===== src/edcol_pkg.sv =====
`timescale 1ns / 1ps

package edcol_pkg;

	localparam int MAX_PATTERN_DEF  = 64;
	localparam int SYMBOL_WIDTH_DEF = 8;

	localparam int DIST_W   = 16;
	localparam int ORIG_W   = 7;
	localparam int LEN_W    = 7;
	localparam int IDX_W    = 6;
	localparam int IN_SYM_W = 8;

	typedef enum logic [1:0] {
		ACT_LOAD  = 2'd0,
		ACT_START = 2'd1,
		ACT_STEP  = 2'd2,
		ACT_MARK  = 2'd3
	} action_t;

	typedef enum logic [1:0] {
		ST_IDLE,
		ST_RUN,
		ST_DONE
	} state_t;

	// control that travels with the wavefront
	typedef struct packed {
		logic             tok;
		action_t          op;
		logic [IDX_W-1:0] idx;
	} ctl_t;

	// new and old values of the nearest active cell upstream
	typedef struct packed {
		logic [DIST_W-1:0] nd;
		logic [ORIG_W-1:0] no;
		logic [DIST_W-1:0] od;
		logic [ORIG_W-1:0] oo;
	} cell_dat_t;

	function automatic logic [DIST_W-1:0] sat_inc(input logic [DIST_W-1:0] d,
	                                              input logic b);
		if (d == {DIST_W{1'b1}})
			return d;
		return d + {{(DIST_W-1){1'b0}}, b};
	endfunction

endpackage


===== src/edcol_ctrl.sv =====
`timescale 1ns / 1ps

module edcol_ctrl #(
	parameter int SYMBOL_WIDTH = edcol_pkg::SYMBOL_WIDTH_DEF
) (
	input  logic                            clk,
	input  logic                            arst_n,
	input  logic                            in_valid,
	output logic                            in_ready,
	input  logic [1:0]                      action,
	input  logic [edcol_pkg::IDX_W-1:0]     pattern_index,
	input  logic [edcol_pkg::IN_SYM_W-1:0]  symbol,
	input  logic                            cfg_we,
	input  logic [edcol_pkg::LEN_W-1:0]     cfg_data,
	output logic [edcol_pkg::LEN_W-1:0]     len,
	output edcol_pkg::ctl_t                 head_ctl,
	output logic [SYMBOL_WIDTH-1:0]         head_sym,
	output edcol_pkg::cell_dat_t            head_dat,
	input  edcol_pkg::ctl_t                 tail_ctl,
	input  edcol_pkg::cell_dat_t            tail_dat,
	output logic                            out_valid,
	input  logic                            out_ready,
	output logic [edcol_pkg::DIST_W-1:0]    distance,
	output logic [edcol_pkg::ORIG_W-1:0]    origin_row
);
	import edcol_pkg::*;

	state_t                  state_q, state_d;
	logic [LEN_W-1:0]        len_q;
	logic                    head_tok_q;
	action_t                 head_op_q;
	logic [IDX_W-1:0]        head_idx_q;
	logic [SYMBOL_WIDTH-1:0] sym_q;
	logic [DIST_W-1:0]       res_d_q;
	logic [ORIG_W-1:0]       res_o_q;
	logic                    out_valid_q;
	logic [DIST_W-1:0]       dist_q;
	logic [ORIG_W-1:0]       orig_q;

	logic accept;
	logic out_free;
	logic load_tail;
	logic load_res;
	logic cap_res;

	assign accept   = in_valid && in_ready;
	assign out_free = !out_valid_q || out_ready;

	always_comb begin
		state_d   = state_q;
		in_ready  = 1'b0;
		load_tail = 1'b0;
		load_res  = 1'b0;
		cap_res   = 1'b0;
		case (state_q)
			ST_IDLE: begin
				in_ready = 1'b1;
				if (in_valid)
					state_d = ST_RUN;
			end
			ST_RUN: begin
				if (tail_ctl.tok) begin
					if (out_free) begin
						load_tail = 1'b1;
						state_d   = ST_IDLE;
					end else begin
						cap_res = 1'b1;
						state_d = ST_DONE;
					end
				end
			end
			ST_DONE: begin
				if (out_free) begin
					load_res = 1'b1;
					state_d  = ST_IDLE;
				end
			end
			default: state_d = ST_IDLE;
		endcase
	end

	always_ff @(posedge clk or negedge arst_n) begin
		if (!arst_n) begin
			state_q     <= ST_IDLE;
			len_q       <= '0;
			head_tok_q  <= 1'b0;
			out_valid_q <= 1'b0;
		end else begin
			state_q    <= state_d;
			head_tok_q <= accept;
			if (cfg_we)
				len_q <= cfg_data;
			if (load_tail || load_res)
				out_valid_q <= 1'b1;
			else if (out_ready)
				out_valid_q <= 1'b0;
		end
	end

	always_ff @(posedge clk) begin
		if (accept) begin
			head_op_q  <= action_t'(action);
			head_idx_q <= pattern_index;
			sym_q      <= SYMBOL_WIDTH'(symbol);
		end
		if (cap_res) begin
			res_d_q <= tail_dat.nd;
			res_o_q <= tail_dat.no;
		end
		if (load_tail) begin
			dist_q <= tail_dat.nd;
			orig_q <= tail_dat.no;
		end else if (load_res) begin
			dist_q <= res_d_q;
			orig_q <= res_o_q;
		end
	end

	assign len        = len_q;
	assign head_ctl   = '{tok: head_tok_q, op: head_op_q, idx: head_idx_q};
	assign head_sym   = sym_q;
	assign head_dat   = '0;
	assign out_valid  = out_valid_q;
	assign distance   = dist_q;
	assign origin_row = orig_q;

`ifndef SYNTHESIS
	a_tail_in_run: assert property (@(posedge clk) disable iff (!arst_n)
		tail_ctl.tok |-> state_q == ST_RUN)
		else $error("wavefront left the chain outside a run");

	a_head_in_run: assert property (@(posedge clk) disable iff (!arst_n)
		head_tok_q |-> state_q == ST_RUN)
		else $error("wavefront launched outside a run");

	a_done_full: assert property (@(posedge clk) disable iff (!arst_n)
		state_q == ST_DONE |-> out_valid_q)
		else $error("result held back while output register is empty");

	a_accept_launch: assert property (@(posedge clk) disable iff (!arst_n)
		accept |=> head_tok_q && state_q == ST_RUN)
		else $error("accepted beat did not launch a wavefront");
`endif

endmodule


===== config.mk =====
export PLATFORM = sky130hd
export DESIGN_NAME = edcol_ctrl
export DESIGN_NICKNAME = d
export VERILOG_FILES = /design/src/edcol_pkg.sv /design/src/edcol_ctrl.sv
export SDC_FILE = /design/constraint.sdc
export NUM_CORES = 1
export LEC_CHECK = 0
export CORE_MARGIN = 5
export CORE_UTILIZATION = 62
export DETAILED_ROUTE_END_ITERATION = 16
export DONT_BUFFER_PORTS = 1
export HOLD_SLACK_MARGIN = 0.02
export PLACE_DENSITY = 0.78
export SYNTH_ARGS = -nofsm -noshare
export SYNTH_HDL_FRONTEND = slang
export SYNTH_SLANG_ARGS = --single-unit

===== constraint.sdc =====
create_clock -name clk -period 2.6 [get_ports clk]
set_input_delay 0.26 -clock clk [delete_from_list [all_inputs] [get_ports clk]]
set_output_delay 0.26 -clock clk [all_outputs]
set_load 0.005 [all_outputs]

==> impl_metrics.ini <==
[synth]
ys_top_cells_by_area = edfxtp_1 (61%), buf_4 (12%), mux2_4 (9.8%)
yosysWarnings = 0
synth_cell_types = 19
synth_area_sq_um = 3060
syn_area_per_cell_sq_um = 18.1
yosysTopAreaCell = edfxtp_1
synth-seq-area-share_pct = 69.8
synth_top_area_share_pct = 60.8
yosys_register_bits = 73
synthCells = 169

[layout]
fin_nets = 300
syn_to_final_growth_pct = 15.5
fin_util_pct = 74.4
fillers = 287
final_cell_count_no_fill = 290
final_layout_size_suffix_gt1_share_pct = 23.9

[global_route]
grt_max_degree = 24
grt_pass1_vias = 1522
grt_overflow_total = 0
grt_usage_pct = 19.1
grt_pass1_wl_um = 8670
antenna_found_initial = 0

[clock_tree]
cts_tree = yes
htreeDepth = 3
cts_buffer_depth = 2
root_buffer = clkbuf_8
cts_buffers = 9
path_clk_slew_ps = 70
cts_setup_buffers = 0
cts.sinks = 73
clock_latency_ps = 330

[detailed_routing]
first_iter_violations = 105
wl_um = 5770
avgRoutedWirePerCell_um = 19.9
num_vias = 1390
drc = 0
vias_per_cell = 4.79
dr.pass1.iters = 4
antenna_left = 0

[floorplanning]
die_h_um = 80.3
placementRows = 25
io_pins = 178
fp.dieW_um = 80.3
start_util_pct = 64.4
dieArea_sq_um = 6440
coreArea_sq_um = 4750

[timing]
fin_setup_tns_ps = 0
period_needed_ps = 1740
finalCritPeriodShare_pct = 66.9
whs_ps = 82.1
drv_slew = 0
fin_skew_ps = 7.93
rsz0062_at_grt = no
tightest_slew_ps = 716
max_slew_margin_pct = 52.3
setup_viol = 0
max_freq_ghz = 0.575
hold_viol = 0

[worst_hold_path]
min_from = cfg_data[2]
hold_path_end = len[2]
hold_class = in2reg
holdPathStages = 1

[power_and_ir_drop]
peakVddDrop_mv = 0.415
p_per_area_nw_per_um2 = 733
leakage_uw = 0.00137
total_power_uw = 2590

[placement]
gp_congestion = 0.714
place_hpwl_um = 3670
port_buffers = 0
dpl.cell_count = 233

[run]
max_cap_viol_count = 0

[setup_path]
crit_path_end_kind = flip-flop
worst_setup_path_start_kind = flip-flop
cp.required_ps = 2680
crit_arrival_ps = 1820
reg2reg_slack_ps = 860
path_class = reg2reg
rr_endpoint = origin_row[6]
worstPathMaxFanout = 23
timing.rr.start = state_q[1]
worstRegToRegCells = 3

[outcome]
status = finished clean
==> timing repair <==
action                                 CTS  global route
hold buffers                            40             0
endpoints found under the hold margin   50             0
gates resized for setup                  0             0
==> per-layer routing <==
metal  part of all wire [%]  global-route usage [%]  wire length, um  up-vias
met5                      0                       0                0        -
met4                    1.6                    7.26               93        0
met3                    7.1                    6.05              409        7
met2                     56                    34.9             3240       94
met1                     35                    20.3             2030      678
li1                       -                       -                -      611
==> critical path: stages (launching register included) <==
cell      delay (ps)
dfrtp_1          420
nand3b_4         220
nor2_8           450
mux2_2           400
==> cell families after synthesis <==
| family | count (synthesis) | share of synthesized area (%) |
|---|---|---|
| flops | 73 | 69.8 |
| buf+inv | 51 | 13.1 |
| mux | 30 | 13.5 |
| simple gates | 12 | 3.11 |
| compound gates | 2 | 0.409 |
| other cells | 1 | 0.122 |
==> power by group <==
part / total [uW] / switching, uW / internal (uW)
clock: 845 / 405 / 441
sequential: 1470 / 63.4 / 1400
combinational: 279 / 140 / 138
==> layout make-up <==
cell class              count  area [sq um]  share of cell area [%]
well taps                  67          83.8                    2.37
clock buffers               9           124                    3.50
clock inverters             7          71.3                    2.02
inverters                   1          3.75                   0.106
flip-flops and latches     73          2140                    60.4
repair buffers             42           415                    11.7
multi-input cells          90           698                    19.7
diodes                      1          2.50                  0.0708
==> cell usage in the layout (no fill, tap or decap), types with 2 or more instances in the layout <==
cell type      count
nor2_1             3
dfrtp_1           11
edfxtp_1          62
clkinvlp_4         3
nor2_2             2
buf_4              2
mux2_2            10
clkinv_2           2
clkbuf_8           9
conb_1            46
dlygate4sd3_1     40
mux2_4            20
==> flip-flops by register name, summed over array words and instances (netlist names) <==
| signal | count |
|---|---|
| head_op_q | 2 |
| origin_row | 7 |
| head_idx_q | 6 |
| head_tok_q | 1 |
| head_sym | 8 |
| res_d_q | 16 |
| state_q | 2 |
| len | 7 |
| out_valid | 1 |
| res_o_q | 7 |
| distance | 16 |
==> stage by stage <==
| step | instance area [sq um] | setup slack (ps) |
|---|---|---|
| after floorplan | 3230 | 450 |
| after global placement | 2940 | 920 |
| after detailed placement | 2940 | 887 |
| after CTS | 3530 | 875 |
| after global routing | 3530 | 810 |
| final | 3540 | 862 |
==> cell usage after synthesis <==
| cell | count |
|---|---|
| nor2_8 | 1 |
| mux2_2 | 10 |
| and2_1 | 1 |
| inv_1 | 1 |
| mux2_4 | 20 |
| dfrtp_1 | 11 |
| a21oi_1 | 1 |
| buf_12 | 2 |
| conb_1 | 1 |
| a21boi_0 | 1 |
| nor2b_4 | 1 |
| nand2b_1 | 1 |
| clkbuf_1 | 1 |
| nand2_1 | 1 |
| nor2_1 | 5 |
| nand3b_4 | 1 |
| nor2b_1 | 1 |
| buf_4 | 47 |
| edfxtp_1 | 62 |
==> worst max-delay path by stage <==
| stage | depth (start not counted) | slack [ps] | start | to |
|---|---|---|---|---|
| 5_1_grt | 3 | 810 | state_q[1] | distance[15] |
| 3_5_place_dp | 3 | 890 | state_q[1] | origin_row[6] |
| 6_report | 3 | 860 | state_q[1] | origin_row[6] |
| 2_1_floorplan | 3 | 450 | state_q[1] | distance[0] |
| 4_1_cts | 3 | 870 | state_q[1] | origin_row[6] |
| 3_3_place_gp | 3 | 920 | state_q[1] | origin_row[0] |
Note: power is estimated with default switching activity, not from simulation.
