--- src/edcol_pkg.sv ---
`timescale 1ns / 1ps

package edcol_pkg;

	localparam int MAX_PATTERN_DEF  = 64;
	localparam int SYMBOL_WIDTH_DEF = 8;

	localparam int DIST_W   = 16;
	localparam int ORIG_W   = 7;
	localparam int LEN_W    = 7;
	localparam int IDX_W    = 6;
	localparam int IN_SYM_W = 8;

	typedef enum logic [1:0] {
		ACT_LOAD  = 2'd0,
		ACT_START = 2'd1,
		ACT_STEP  = 2'd2,
		ACT_MARK  = 2'd3
	} action_t;

	typedef enum logic [1:0] {
		ST_IDLE,
		ST_RUN,
		ST_DONE
	} state_t;

	// control that travels with the wavefront
	typedef struct packed {
		logic             tok;
		action_t          op;
		logic [IDX_W-1:0] idx;
	} ctl_t;

	// new and old values of the nearest active cell upstream
	typedef struct packed {
		logic [DIST_W-1:0] nd;
		logic [ORIG_W-1:0] no;
		logic [DIST_W-1:0] od;
		logic [ORIG_W-1:0] oo;
	} cell_dat_t;

	function automatic logic [DIST_W-1:0] sat_inc(input logic [DIST_W-1:0] d,
	                                              input logic b);
		if (d == {DIST_W{1'b1}})
			return d;
		return d + {{(DIST_W-1){1'b0}}, b};
	endfunction

endpackage

--- src/edcol_cell.sv ---
`timescale 1ns / 1ps

module edcol_cell #(
	parameter int ROW          = 0,
	parameter int SYMBOL_WIDTH = edcol_pkg::SYMBOL_WIDTH_DEF
) (
	input  logic                         clk,
	input  logic                         arst_n,
	input  logic [edcol_pkg::LEN_W-1:0]  len,
	input  edcol_pkg::ctl_t              up_ctl,
	input  logic [SYMBOL_WIDTH-1:0]      up_sym,
	input  edcol_pkg::cell_dat_t         up_dat,
	output edcol_pkg::ctl_t              dn_ctl,
	output logic [SYMBOL_WIDTH-1:0]      dn_sym,
	output edcol_pkg::cell_dat_t         dn_dat
);
	import edcol_pkg::*;

	logic [DIST_W-1:0]       dist_q;
	logic [ORIG_W-1:0]       orig_q;
	logic                    tok_q;
	action_t                 op_q;
	logic [IDX_W-1:0]        idx_q;
	logic [SYMBOL_WIDTH-1:0] sym_q;
	cell_dat_t               dat_q;

	logic              act;
	logic              cost;
	logic [DIST_W-1:0] rep, ins, del;
	logic [DIST_W-1:0] new_d;
	logic [ORIG_W-1:0] new_o;

	generate
		if (ROW > 0) begin : g_pat
			logic [SYMBOL_WIDTH-1:0] pat_q;

			always_ff @(posedge clk) begin
				if (up_ctl.tok && up_ctl.op == ACT_LOAD &&
				    (32'(up_ctl.idx) + 32'd1) == 32'(ROW))
					pat_q <= up_sym;
			end

			assign cost = (pat_q != up_sym);
		end else begin : g_nopat
			assign cost = 1'b0;
		end
	endgenerate

	always_comb begin
		act   = up_ctl.tok && (32'(ROW) <= 32'(len));
		rep   = sat_inc(up_dat.od, cost);
		ins   = sat_inc(dist_q, 1'b1);
		del   = sat_inc(up_dat.nd, 1'b1);
		new_d = dist_q;
		new_o = orig_q;
		case (up_ctl.op)
			ACT_START: begin
				new_d = DIST_W'(ROW);
				new_o = ORIG_W'(ROW);
			end
			ACT_MARK: begin
				new_o = ORIG_W'(ROW);
			end
			ACT_STEP: begin
				if (ROW == 0) begin
					new_d = ins;
				end else if (rep <= ins && rep <= del) begin
					new_d = rep;
					new_o = up_dat.oo;
				end else if (ins <= del) begin
					new_d = ins;
				end else begin
					new_d = del;
					new_o = up_dat.no;
				end
			end
			default: ;
		endcase
	end

	always_ff @(posedge clk or negedge arst_n) begin
		if (!arst_n) begin
			dist_q <= '0;
			orig_q <= '0;
			tok_q  <= 1'b0;
		end else begin
			if (act) begin
				dist_q <= new_d;
				orig_q <= new_o;
			end
			tok_q <= up_ctl.tok;
		end
	end

	// hand the beat on; cells beyond the length forward the new values they receive
	always_ff @(posedge clk) begin
		op_q     <= up_ctl.op;
		idx_q    <= up_ctl.idx;
		sym_q    <= up_sym;
		dat_q.nd <= act ? new_d : up_dat.nd;
		dat_q.no <= act ? new_o : up_dat.no;
		dat_q.od <= dist_q;
		dat_q.oo <= orig_q;
	end

	assign dn_ctl = '{tok: tok_q, op: op_q, idx: idx_q};
	assign dn_sym = sym_q;
	assign dn_dat = dat_q;

endmodule

--- config.mk ---
export PLATFORM = sky130hd
export DESIGN_NAME = edcol_cell
export DESIGN_NICKNAME = d
export VERILOG_FILES = /design/src/edcol_pkg.sv /design/src/edcol_cell.sv
export SDC_FILE = /design/constraint.sdc
export NUM_CORES = 1
export LEC_CHECK = 0
export ABC_AREA = 1
export BUFFER_PORTS_ARGS = -buffer_cell sky130_fd_sc_hd__clkbuf_2
export CAP_MARGIN = 0
export CORE_ASPECT_RATIO = 1.5
export CORE_UTILIZATION = 25
export CTS_BUF_LIST = sky130_fd_sc_hd__clkbuf_16
export CTS_CLUSTER_DIAMETER = 80
export DETAILED_ROUTE_END_ITERATION = 12
export PLACE_DENSITY = 0.53
export SYNTH_ARGS = -nofsm -noshare
export SYNTH_HDL_FRONTEND = slang
export SYNTH_SLANG_ARGS = --single-unit
--- constraint.sdc ---
create_clock -name clk -period 1.7 [get_ports clk]
set_input_delay 0.34 -clock clk [delete_from_list [all_inputs] [get_ports clk]]
set_output_delay 0.34 -clock clk [all_outputs]
set_load 0.01 [all_outputs]
==> metrics.md <==
| Metric | Value |
|---|---|
| Async S/R FF share, synth | `0.279` |
| Post-synth top area share | `0.418` |
| Number of flops mapped to enable cells by yosys | `0` |
| Area delta synth->final | `39.5%` |
| Internal | `roughly 0.0033 W` |
| Core Box Area | `0.0115 mm^2` |
| Most numerous cell in the Yosys netlist | `nand2_1` |
| Leak pwr | `2.14 nW` |
| Sw Ratio | `0.243` |
| R2R setup slack | `approximately 80 ps` |
| Dpl cells | `~590` |
| Worst slew margin relative to its limit | `0.664` |
| First-pass GRT wire length | `roughly 11000 um` |
| Top cells by count, synth | `nand2_1 (103), dfxtp_1 (62), inv_1 (29), dfrtp_1 (24), nor2_1 (23)` |
| Area contributors post-synth | `dfxtp_1 (42%), dfrtp_1 (20%), nand2_1 (13%)` |
| Nets@finish | `530` |
| Cell taking the most area after synthesis | `dfxtp_1` |
| Total number of yosys warnings | `0` |
| H-tree depth | `3` |
| Fraction of layout cells with a size suffix above 1 | `0.364` |
| Die X-Extent | `~91 um` |
| Cell Area, Synth | `slightly below 0.003 mm^2` |
| DRC errors left | `0` |
| Status | `complete, but fails checks` |
| Worst-Skew Late Latency | `approximately 340 ps` |
| Part of the power in combinational logic | `0.097` |
| First-pass DRT Iterations | `4` |
| Setup CP Type | `flip-flop to flip-flop` |
| GR Overflow Total | `0` |
| Synth Register Bits | `86` |
| Slew @ Worst Pin | `503 ps` |
| Via/cell ratio | `between 4 and 5` |
| Power Dens Cells | `between 1000 and 1500 mW/mm^2` |
| Fmax | `between 600 and 700 MHz` |
| Crit path time final | `between 1500 and 2000 ps` |
| Worst min path class | `input port to async pin` |
| Die H | `~140 um` |
| Worst setup margin | `between 80 and 90 ps` |
| Worst Setup End Kind | `flip-flop` |
| Netlist cell types | `26` |
| Final Skew | `approximately 5 ps` |
| Startpoint types | `flip-flop` |
| Gr usage total | `0.122` |
| Filler cells | `between 1000 and 1500` |
| Avg WL per Cell | `11.9 um` |
| Sequential share of power | `0.499` |
| Crit path DAT | `roughly 1900 ps` |
| Avg Cell Area, Syn | `around 9.1 um^2` |
| Failing checks | `hold timing` |
| Die footprint | `about 0.012 mm^2` |
| Clock Power Share | `0.403` |
| Worst reg2reg endpoint | `dist_q[1]$_DFFE_PN0P_` |
| CTS tree | `yes` |
| Gpl congestion | `about 0.80` |
| Rows | `48` |
| Sw power | `0.00105 W` |
| Root Driver | `clkbuf_16` |
| # clock sinks | `86` |
| Vias | `approximately 2500` |
| Antenna cells | `0` |
| Clock slew seen by the registers of the worst setup and hold paths | `60 ps` |
| Final worst-path cycle share | `0.953` |
| DRT antenna net count | `0` |
| Crit Path Max Fanout | `7` |
| Final setup vio count | `0` |
| Peak supply drop | `0.422 mV` |
| Final hold slack | `-6.48 ps` |
| CTS Buf Count | `9` |
| Reg2Reg Launch Point | `dist_q[0]$_DFFE_PN0P_` |
| Final wirelength | `a little over 7000 um` |
| Initial drt markers | `47` |
| Setup tns final | `0 ps` |
| Max Buffers Root-to-Sink | `2` |
| Seq/Total Area, Yosys | `0.621` |
| Initial Utilization | `0.257` |
| Syn_nets | `between 400 and 500` |
| Vias in the first global route | `2468` |
| Worst slack, placed | `-5.49 ps` |
| Layout Cells excl Fill | `around 610` |
| Hpwl dp | `between 5000 and 6000 um` |
| Slew Limit Fails | `0` |
| Cells after Synth | `around 330` |
| Critical path data required time | `approximately 2000 ps` |
| Reg2reg path depth | `11` |
| Antenna violations before repair | `0` |
| Top-Level Pins | `135` |
| Top_reg_cell synth | `dfxtp_1` |
| Largest net degree at the start of global routing | `26` |
| Fin. Hold Viols | `6` |
| Max Cap Violations | `0` |
| PortBufs | `roughly 100` |
==> power groups by stage <==
stage	clock network, W	registers, W	logic, W
after global routing	0.00193	0.00218	0.000471
after floorplan	0	0.00226	0.000142
after global placement	0	0.00221	0.000411
after CTS	0.00183	0.00217	0.000419
final	0.00175	0.00217	0.000423
after detailed placement	0	0.00221	0.000417
==> layout make-up <==
type	instances	area, um^2	share of cell area
sequential	86	1840	0.445
multi-input combinational	197	993	0.240
timing repair buffer	126	723	0.175
clock buffer	9	225	0.0544
tap	150	188	0.0453
inverter	34	128	0.0308
clock inverter	7	41.3	0.00997
==> cell usage in the layout (no fill, tap or decap), types with 11 or more instances in the layout <==
master and n:
nand2_1 101, nand3_1 16, nand4_1 13, clkbuf_2 104
buf_4 19, nor2_1 23, inv_1 29, o21ai_0 11
dfrtp_1 23, dfxtp_1 62
==> through the flow <==
step	power, W	util	hold slack, ps	cell area [um^2]
after floorplan	0.00240	-	44.4	2970
after global placement	0.00262	0.328	350	3780
after detailed placement	0.00263	0.328	353	3780
after CTS	0.00442	0.352	1.24	4050
after global routing	0.00458	0.359	20.2	4140
final	0.00435	0.359	-6.48	4140
==> worst max-delay path: stages, from the launching register on <==
cell      delay (ps)
dfrtp_1          350
ha_2             200
nand2_2           70
nor2_4           110
inv_2             70
nor2_4           150
buf_12           130
nand2_8           70
buf_4            150
nand3b_1          90
nand3_2          100
o21ai_2           60
==> flip-flops by register name (all words and copies together), names as in the netlist <==
signal  count
tok_q       1
op_q        2
dn_dat     46
dn_sym      8
idx_q       6
orig_q      7
dist_q     16
==> kinds of logic after synthesis <==
family	synth area share
and+or+nand+nor	0.259
DFF	0.621
buffers and inverters	0.0603
AOI/OAI and AO/OA	0.0430
adders and majority gates	0.0169
==> worst max path at each step <==
| stage | from | cells past startpoint | end | slack (ps) |
|---|---|---|---|---|
| 6_report | dist_q[0]$_DFFE_PN0P_ | 11 | dist_q[1]$_DFFE_PN0P_ | 80 |
| 5_1_grt | dist_q[0]$_DFFE_PN0P_ | 11 | dist_q[0]$_DFFE_PN0P_ | -20 |
| 4_1_cts | dist_q[0]$_DFFE_PN0P_ | 10 | dist_q[0]$_DFFE_PN0P_ | 20 |
| 3_3_place_gp | dist_q[0]$_DFFE_PN0P_ | 10 | dist_q[0]$_DFFE_PN0P_ | 30 |
| 3_5_place_dp | dist_q[0]$_DFFE_PN0P_ | 10 | dist_q[0]$_DFFE_PN0P_ | -5 |
| 2_1_floorplan | up_ctl[6] | 8 | dist_q[11]$_DFFE_PN0P_ | 160 |
==> layer usage <==
layer,track usage,share of wire
met3,0.0331,0.044
met2,0.211,0.52
met1,0.130,0.40
met5,0,0
met4,0.0811,0.034
==> repair_timing <==
| action | in CTS | in global routing |
|---|---|---|
| pin swaps | 0 | 5 |
| setup buffers | 0 | 4 |
| hold buffers | 0 | 0 |
| endpoints found under the setup margin | 2 | 25 |
| gates resized for setup | 1 | 10 |
| cloned | 0 | 1 |
No activity file was read; power rests on OpenSTA's default activity.
